$ cat config.mk
export PLATFORM = sky130hd
export DESIGN_NAME = frame_segment_mapper_unit
export DESIGN_NICKNAME = d
export VERILOG_FILES = /design/src/hw/rtl/fsmap_pkg.sv /design/src/hw/rtl/fsmap_table.sv /design/src/hw/rtl/fsmap_core.sv /design/src/hw/rtl/frame_segment_mapper_unit.sv
export SDC_FILE = /design/constraint.sdc
export NUM_CORES = 2
export LEC_CHECK = 0
export ABC_CLOCK_PERIOD_IN_PS = 12570
export BUFFER_PORTS_ARGS = -buffer_cell sky130_fd_sc_hd__buf_4
export CORE_MARGIN = 2
export CORE_UTILIZATION = 60
export CTS_CLUSTER_SIZE = 20
export DETAILED_ROUTE_END_ITERATION = 8
export PLACE_DENSITY = 0.76
export SLEW_MARGIN = 20
export SYNTH_ARGS = -nofsm -noshare
export SYNTH_HDL_FRONTEND = slang
export SYNTH_SLANG_ARGS = --single-unit
export TNS_END_PERCENT = 10
$ cat constraint.sdc
create_clock -name clk -period 12.57 [get_ports clk]
set_input_delay 1.8855 -clock clk [delete_from_list [all_inputs] [get_ports clk]]
set_output_delay 1.8855 -clock clk [all_outputs]
set_load 0.02 [all_outputs]
$ cat src/hw/rtl/fsmap_pkg.sv
`timescale 1ns / 1ps
// Shared types and constants for the frame segment mapper.
// No dependencies; imported by fsmap_table, fsmap_core and the top level.
package fsmap_pkg;

    localparam int SEGMENTS_DEFAULT = 16;
    // Entries at or above this index cannot be addressed by the 4-bit segment index.
    localparam int MAX_TABLE = 16;
    localparam int COUNT_W = 5;
    localparam int SIDX_W = 4;
    localparam int FRAME_W = 32;
    localparam int SRC_W = 8;
    // Cumulative length of up to 16 entries of 32 bits.
    localparam int BASE_W = FRAME_W + COUNT_W;

    typedef enum logic [1:0] {
        MODE_WRITE   = 2'd0,
        MODE_FETCH   = 2'd1,
        MODE_LOOKUP  = 2'd2,
        MODE_INVERSE = 2'd3
    } mode_t;

    typedef struct packed {
        logic [SRC_W-1:0]   source;
        logic [FRAME_W-1:0] start;
        logic [FRAME_W-1:0] length;
    } entry_t;

    // Field order matches m_tdata from the top bit down.
    typedef struct packed {
        logic               sequential;
        logic [FRAME_W-1:0] frame_out;
        logic [SRC_W-1:0]   source_out;
        logic [FRAME_W-1:0] relative_out;
        logic [SIDX_W-1:0]  segment_out;
        logic               ok;
    } result_t;

    typedef struct packed {
        logic idle;
        logic done;
    } core_status_t;

endpackage

$ cat src/hw/rtl/fsmap_table.sv
`timescale 1ns / 1ps
// Segment table storage: one write port, one read port with registered data.
// Depends on fsmap_pkg for the entry type.
module fsmap_table
    import fsmap_pkg::*;
#(
    parameter int DEPTH = MAX_TABLE,
    parameter int IDX_W = 4
)
(
    input  logic             clk,
    input  logic             we,
    input  logic [IDX_W-1:0] waddr,
    input  entry_t           wdata,
    input  logic [IDX_W-1:0] raddr,
    output entry_t           rdata
);

    entry_t mem [DEPTH];
    entry_t rdata_reg;

    always_ff @(posedge clk)
    begin
        if (we)
        begin
            mem[waddr] <= wdata;
        end
        rdata_reg <= mem[raddr];
    end

    assign rdata = rdata_reg;

endmodule

$ cat src/hw/rtl/fsmap_core.sv
`timescale 1ns / 1ps
// Sequencer and shared walk adder: table writes, lookups, inverse mapping
// and fetch tracking. Depends on fsmap_pkg and fsmap_table.
module fsmap_core
    import fsmap_pkg::*;
#(
    parameter int SEGMENTS = SEGMENTS_DEFAULT
)
(
    input  logic               clk,
    input  logic               rst_n,
    input  logic               start,
    input  mode_t              mode,
    input  logic [SIDX_W-1:0]  segment_index,
    input  logic [FRAME_W-1:0] frame_number,
    input  logic [FRAME_W-1:0] relative_frame,
    input  entry_t             entry,
    input  logic [COUNT_W-1:0] segment_count,
    input  logic               take,
    output core_status_t       status,
    output result_t            result
);

    localparam int TBL_DEPTH = (SEGMENTS < MAX_TABLE) ? SEGMENTS : MAX_TABLE;
    localparam int IDX_W = (TBL_DEPTH > 1) ? $clog2(TBL_DEPTH) : 1;
    localparam logic [COUNT_W-1:0] TBL_DEPTH_C = COUNT_W'(TBL_DEPTH);
    localparam logic [8:0] SEGMENTS_C = 9'(SEGMENTS);

    typedef enum logic [2:0] {
        ST_IDLE,
        ST_CHECK,
        ST_CALC,
        ST_TRACK,
        ST_DONE
    } state_t;

    state_t             state_reg, state_next;
    mode_t              mode_reg, mode_next;
    logic [SIDX_W-1:0]  sidx_reg, sidx_next;
    logic [FRAME_W-1:0] frame_reg, frame_next;
    logic [FRAME_W-1:0] relin_reg, relin_next;
    logic [COUNT_W-1:0] idx_reg, idx_next;
    logic [COUNT_W-1:0] n_reg, n_next;
    logic [BASE_W-1:0]  base_reg, base_next;
    logic [FRAME_W-1:0] start_reg, start_next;
    logic [SRC_W-1:0]   src_reg, src_next;
    logic [FRAME_W-1:0] rel_reg, rel_next;
    logic [SIDX_W-1:0]  last_seg_reg, last_seg_next;
    logic [FRAME_W-1:0] last_rel_reg, last_rel_next;
    result_t            result_reg, result_next;

    logic               wr_en;
    logic [IDX_W-1:0]   rd_addr;
    entry_t             rd_data;
    logic [COUNT_W-1:0] n_eff;
    logic [COUNT_W-1:0] idx_inc;
    logic [BASE_W-1:0]  walk_sum;
    logic               walk_hit;

    assign n_eff = (segment_count > TBL_DEPTH_C) ? TBL_DEPTH_C : segment_count;
    assign idx_inc = idx_reg + COUNT_W'(1);
    assign wr_en = start && (state_reg == ST_IDLE) && (mode == MODE_WRITE)
                   && ({5'd0, segment_index} < SEGMENTS_C);
    // Prefetch the next entry while the current one is checked.
    assign rd_addr = (state_reg == ST_CHECK) ? idx_inc[IDX_W-1:0] : '0;

    fsmap_table #(
        .DEPTH (TBL_DEPTH),
        .IDX_W (IDX_W)
    ) u_table (
        .clk   (clk),
        .we    (wr_en),
        .waddr (segment_index[IDX_W-1:0]),
        .wdata (entry),
        .raddr (rd_addr),
        .rdata (rd_data)
    );

    // Shared walk unit: running base plus current length.
    assign walk_sum = base_reg + {{COUNT_W{1'b0}}, rd_data.length};
    assign walk_hit = (mode_reg == MODE_INVERSE)
                      ? (idx_reg == {1'b0, sidx_reg})
                      : ({{COUNT_W{1'b0}}, frame_reg} < walk_sum);

    always_comb
    begin
        state_next    = state_reg;
        mode_next     = mode_reg;
        sidx_next     = sidx_reg;
        frame_next    = frame_reg;
        relin_next    = relin_reg;
        idx_next      = idx_reg;
        n_next        = n_reg;
        base_next     = base_reg;
        start_next    = start_reg;
        src_next      = src_reg;
        rel_next      = rel_reg;
        last_seg_next = last_seg_reg;
        last_rel_next = last_rel_reg;
        result_next   = result_reg;
        case (state_reg)
            ST_IDLE:
            begin
                if (start)
                begin
                    mode_next   = mode;
                    sidx_next   = segment_index;
                    frame_next  = frame_number;
                    relin_next  = relative_frame;
                    n_next      = n_eff;
                    idx_next    = '0;
                    base_next   = '0;
                    result_next = '0;
                    case (mode)
                        MODE_WRITE:
                        begin
                            result_next.ok = wr_en;
                            state_next     = ST_DONE;
                        end
                        MODE_INVERSE:
                        begin
                            state_next = ({1'b0, segment_index} < n_eff) ? ST_CHECK : ST_DONE;
                        end
                        default:
                        begin
                            state_next = (n_eff != '0) ? ST_CHECK : ST_DONE;
                        end
                    endcase
                end
            end
            ST_CHECK:
            begin
                if (walk_hit)
                begin
                    start_next = rd_data.start;
                    src_next   = rd_data.source;
                    state_next = ST_CALC;
                end
                else
                begin
                    base_next = walk_sum;
                    idx_next  = idx_inc;
                    if (idx_inc == n_reg)
                    begin
                        state_next = ST_DONE;
                    end
                end
            end
            ST_CALC:
            begin
                result_next.ok = 1'b1;
                if (mode_reg == MODE_INVERSE)
                begin
                    result_next.frame_out = base_reg[FRAME_W-1:0] + relin_reg - start_reg;
                    state_next = ST_DONE;
                end
                else
                begin
                    rel_next = start_reg + frame_reg - base_reg[FRAME_W-1:0];
                    result_next.segment_out  = idx_reg[SIDX_W-1:0];
                    result_next.relative_out = rel_next;
                    result_next.source_out   = src_reg;
                    state_next = (mode_reg == MODE_FETCH) ? ST_TRACK : ST_DONE;
                end
            end
            ST_TRACK:
            begin
                result_next.sequential = (idx_reg[SIDX_W-1:0] == last_seg_reg)
                                         && ((last_rel_reg + FRAME_W'(1)) == rel_reg);
                last_seg_next = idx_reg[SIDX_W-1:0];
                last_rel_next = rel_reg;
                state_next    = ST_DONE;
            end
            ST_DONE:
            begin
                if (take)
                begin
                    state_next = ST_IDLE;
                end
            end
            default:
            begin
                state_next = ST_IDLE;
            end
        endcase
    end

    always_ff @(posedge clk or negedge rst_n)
    begin
        if (!rst_n)
        begin
            state_reg    <= ST_IDLE;
            last_seg_reg <= '0;
            last_rel_reg <= '0;
        end
        else
        begin
            state_reg    <= state_next;
            last_seg_reg <= last_seg_next;
            last_rel_reg <= last_rel_next;
        end
    end

    always_ff @(posedge clk)
    begin
        mode_reg   <= mode_next;
        sidx_reg   <= sidx_next;
        frame_reg  <= frame_next;
        relin_reg  <= relin_next;
        idx_reg    <= idx_next;
        n_reg      <= n_next;
        base_reg   <= base_next;
        start_reg  <= start_next;
        src_reg    <= src_next;
        rel_reg    <= rel_next;
        result_reg <= result_next;
    end

    assign status.idle = (state_reg == ST_IDLE);
    assign status.done = (state_reg == ST_DONE);
    assign result      = result_reg;

    a_start_idle: assert property (@(posedge clk) disable iff (!rst_n)
        start |-> state_reg == ST_IDLE)
        else $error("request started while core busy");

    a_walk_bound: assert property (@(posedge clk) disable iff (!rst_n)
        state_reg == ST_CHECK |-> idx_reg < n_reg)
        else $error("table walk past effective count");

    a_result_hold: assert property (@(posedge clk) disable iff (!rst_n)
        (state_reg == ST_DONE && !take) |=> state_reg == ST_DONE && $stable(result_reg))
        else $error("pending result changed before taken");

    a_track_update: assert property (@(posedge clk) disable iff (!rst_n)
        state_reg == ST_TRACK |=> last_rel_reg == $past(rel_reg))
        else $error("fetch tracking not updated");

    a_track_only_fetch: assert property (@(posedge clk) disable iff (!rst_n)
        (state_reg != ST_TRACK) |=> $stable(last_rel_reg) && $stable(last_seg_reg))
        else $error("tracking changed outside a fetch");

endmodule

$ cat src/hw/rtl/frame_segment_mapper_unit.sv
`timescale 1ns / 1ps
// Frame segment mapper top level: stream ports, count register, result register.
// Depends on fsmap_pkg and fsmap_core.
//
// Maps timeline frames onto a table of up to 16 edit segments (length, source
// start frame, source index). One request is worked at a time: s_tready is low
// while it runs. A table write goes from idle straight to done; a lookup or
// inverse mapping walks the table one entry per cycle through a single shared
// adder and compare, and a fetch lookup also passes a tracking update step.
// The result sits in an output register, so the next request is accepted
// while it waits. The user must write segment_count through cfg_* only while
// no request is in flight; the block itself does not enforce it.
module frame_segment_mapper_unit
    import fsmap_pkg::*;
#(
    parameter int SEGMENTS = SEGMENTS_DEFAULT
)
(
    input  logic               clk,
    input  logic               rst_n,
    input  logic               cfg_valid,
    output logic               cfg_ready,
    input  logic [COUNT_W-1:0] cfg_data,   // segment_count
    input  logic               s_tvalid,
    output logic               s_tready,
    // s_tdata: segment_index[3:0], frame_number[35:4], relative_frame[67:36],
    // entry_length[99:68], entry_start[131:100], entry_source[139:132], zero pad
    input  logic [143:0]       s_tdata,
    input  logic [1:0]         s_tuser,    // mode
    output logic               m_tvalid,
    input  logic               m_tready,
    // m_tdata: ok[0], segment_out[4:1], relative_out[36:5], source_out[44:37],
    // frame_out[76:45], sequential[77], zero pad
    output logic [79:0]        m_tdata
);

    logic [COUNT_W-1:0] count_reg;
    logic               m_tvalid_reg;
    result_t            m_result_reg;
    core_status_t       core_status;
    result_t            core_result;
    entry_t             in_entry;
    logic               in_accept;
    logic               out_load;

    assign cfg_ready = 1'b1;
    assign s_tready  = core_status.idle;
    assign in_accept = s_tvalid && s_tready;
    // Result register frees itself when the downstream takes it.
    assign out_load  = core_status.done && (!m_tvalid_reg || m_tready);

    assign in_entry.length = s_tdata[99:68];
    assign in_entry.start  = s_tdata[131:100];
    assign in_entry.source = s_tdata[139:132];

    fsmap_core #(
        .SEGMENTS (SEGMENTS)
    ) u_core (
        .clk            (clk),
        .rst_n          (rst_n),
        .start          (in_accept),
        .mode           (mode_t'(s_tuser)),
        .segment_index  (s_tdata[3:0]),
        .frame_number   (s_tdata[35:4]),
        .relative_frame (s_tdata[67:36]),
        .entry          (in_entry),
        .segment_count  (count_reg),
        .take           (out_load),
        .status         (core_status),
        .result         (core_result)
    );

    always_ff @(posedge clk or negedge rst_n)
    begin
        if (!rst_n)
        begin
            count_reg    <= '0;
            m_tvalid_reg <= 1'b0;
        end
        else
        begin
            if (cfg_valid && cfg_ready)
            begin
                count_reg <= cfg_data;
            end
            if (out_load)
            begin
                m_tvalid_reg <= 1'b1;
            end
            else if (m_tready)
            begin
                m_tvalid_reg <= 1'b0;
            end
        end
    end

    always_ff @(posedge clk)
    begin
        if (out_load)
        begin
            m_result_reg <= core_result;
        end
    end

    assign m_tvalid = m_tvalid_reg;
    assign m_tdata  = {2'b00, m_result_reg};

endmodule

==> results.json <==
{
  "place_area_um2": 72700,
  "die_w_um": 344,
  "fin_tns_setup_ns": 0,
  "cp_max_fo": 51,
  "clockBufferDepth": 3,
  "cap_violations": 0,
  "numPortBuffers": 231,
  "core_um2": 114000,
  "worst_slack_ns": 6.77,
  "drive_gt1_share_pct": 17.8,
  "grt_setup_unrepaired": "false",
  "critPathCaptureType": "flip-flop",
  "track_usage_pct": 29.1,
  "drt_first_pass_iters": 6,
  "place.gp.congestion": 0.912,
  "slew_headroom_pct": 18.3,
  "routedWlPerCell_um": 26.0,
  "r2r_end": "u_core.u_table.mem[4][11]$_DFFE_PP_",
  "dp_hpwl_mm": 99.5,
  "critPathArrivalTime_ns": 6.15,
  "worstSetupPathType": "in2reg",
  "yosysWarningCount": 0,
  "antenna_found_initial": 23,
  "tritoncts": "yes",
  "fin_worst_skew_ns": 0.0341,
  "nNetsFinal": 5373,
  "syn_area_um2": 69200,
  "powerDensity_nw_per_um2": 255,
  "netlist_instances": 4804,
  "final-setup-viol-count": 0,
  "startpoint_type": "primary input",
  "clk_pin_slew_ns": 0.06,
  "slew_violations": 0,
  "cts_hold_buffers": 0,
  "outcome": "finished, final reports clean",
  "ioPinCount": 239,
  "htreeDepth": 4,
  "cts_root_buffer": "clkbuf_16",
  "max_stage_delay_ns": 1.00,
  "clk-insertion-delay-late_ns": 0.77,
  "fin_cells": 6677,
  "die_y_um": 344,
  "grt_max_degree": 182,
  "hold_path_depth": 0,
  "hold_viol_final": 0,
  "cts_setup_buffers": 0,
  "crit_chain": "buf_4 > inv_1 > nor2_4 > buf_4 > nand2_1 > or3_1 > nor2_4 > buf_4",
  "vias": 41900,
  "whs_ns": 0.398,
  "cp_num_cells": 8,
  "initial_core_util_pct": 60.6,
  "grt_pass1_wl_mm": 254,
  "grt-ovfl-total": 0,
  "ys_ff_latch": 1614,
  "leakage_uw": 0.0274,
  "r2r_start": "u_core.state_reg[1]$_DFFE_PN0P_",
  "critPathBufInv": 4,
  "synthDistinctLibCells": 83,
  "area_growth_pct": 12.6,
  "reg2reg_depth": 7,
  "worstMarginPinSlew_ns": 1.23,
  "min_from": "u_core.u_table.rdata[67]$_DFF_P_",
  "cts_num_sinks": 1614,
  "largest_register_ffs": 1152,
  "period_needed_ns": 5.80,
  "place_ws_ns": 6.02,
  "r2r_slack_ns": 6.85,
  "routed_via_density": 6.28,
  "crit_top_cell": "buf_4",
  "drcViolationCount": 0,
  "hold_class": "reg2reg",
  "dp.cells": 6368,
  "yosysSeqAreaShare_pct": 68.6,
  "cp_top_family": "simple AND/OR/NAND/NOR gates",
  "ys_async_sr_fraction_pct": 2.79,
  "fin_crit_sh_pct": 46.1,
  "synth.avg_cell_area_um2": 14.4,
  "dieArea_um2": 118000,
  "post_cts_resized": 0,
  "hold_path_end": "u_core.src_reg[3]$_DFFE_PP_",
  "drtAntennaViolNets": 0,
  "wl_mm": 174,
  "fmaxAchievable_mhz": 173,
  "cts_made_buffers": 161,
  "synth-main-ff-cell": "edfxtp_1",
  "grt_pass1_vias": 40600,
  "rows": 124,
  "slowest_stage": "buf_4",
  "synth_edf_count": 1497,
  "drtIter0Drc": 4471,
  "ir_drop_v": 0.000247,
  "cp.required_ns": 12.93,
  "final_area_um2": 78000
}
## metal layers
layer | wire length, um | share of wire, % | GRT usage, % | vias up
li1 | - | - | - | 18600
met1 | 69600 | 40 | 39.5 | 21100
met2 | 83300 | 48 | 46.5 | 1922
met3 | 14600 | 8.4 | 5.49 | 354
met4 | 6060 | 3.5 | 11.9 | 22
met5 | 147 | 0.085 | 0 | -
## cells in the mapped netlist (65+ instances only)
library cell	n	area share [%]
edfxtp_1	1497	65
nand2_1	302	1.6
mux2_2	330	5.4
dfxtp_1	72	2.1
a21oi_1	482	3.5
mux2i_1	154	2.2
o21ai_0	156	1.1
clkbuf_1	194	1.1
ha_1	134	2.4
a32o_1	72	1.0
xnor2_1	83	1.0
a221oi_1	75	0.95
xor2_1	65	0.82
inv_1	290	1.6
nor2_1	210	1.1
o221ai_1	74	0.94
## cells in the final DEF (no fill, tap or decap), types with 64 or more instances in the layout
cell type,instances
a21oi_1,481
a221oi_1,75
a32o_1,72
buf_4,288
clkbuf_16,166
dfxtp_1,72
edfxtp_1,1497
ha_1,133
inv_1,290
mux2_2,330
mux2i_1,154
nand2_1,301
nor2_1,194
o21ai_0,156
o221ai_1,74
xnor2_1,83
xor2_1,64
## layout make-up
| class | instances | area (um2) |
|---|---|---|
| fillers | 7549 | 36400 |
| repair buffers | 294 | 2290 |
| clock inverters | 55 | 515 |
| diodes | 11 | 27.5 |
| multi-input cells | 2658 | 19900 |
| inverters | 291 | 1090 |
| clock buffers | 242 | 4720 |
| well taps | 1512 | 1890 |
| flip-flops and latches | 1614 | 47500 |
## power breakdown
group | internal [uW] | switching, uW | total [uW]
clock network | 2710 | 2000 | 4710
registers | 6760 | 484 | 7250
logic | 2960 | 4960 | 7910
total | 12400 | 7450 | 19900
## logic make-up after synthesis
kind of cell	share of synthesized area (%)
simple gates	4.97
flops	68.6
compound gates	9.74
xor+xnor	1.87
fa+ha+maj	4.24
other cells	0.0108
buf+inv	2.94
mux	7.59
## worst max path at each step
stage / endpoint / from / slack [ns]
4_1_cts: u_core.u_table.mem[4][10]$_DFFE_PP_ / s_tvalid / 6.80
3_3_place_gp: u_core.u_table.mem[4][11]$_DFFE_PP_ / s_tvalid / 6.06
2_1_floorplan: u_core.u_table.mem[0][0]$_DFFE_PP_ / s_tvalid / 0.97
6_report: u_core.u_table.mem[4][11]$_DFFE_PP_ / s_tvalid / 6.77
3_5_place_dp: u_core.u_table.mem[4][27]$_DFFE_PP_ / s_tvalid / 6.02
5_1_grt: u_core.u_table.mem[4][4]$_DFFE_PP_ / s_tvalid / 6.54
## through the flow
stage / util, % / total power (uW)
finish: 68.2 / 19900
global route: 68.2 / 20900
CTS: 68.2 / 19800
detailed placement: 63.6 / 15100
global placement: 63.6 / 15000
floorplan: - / 12700
No activity file was read; power rests on OpenSTA's default activity.
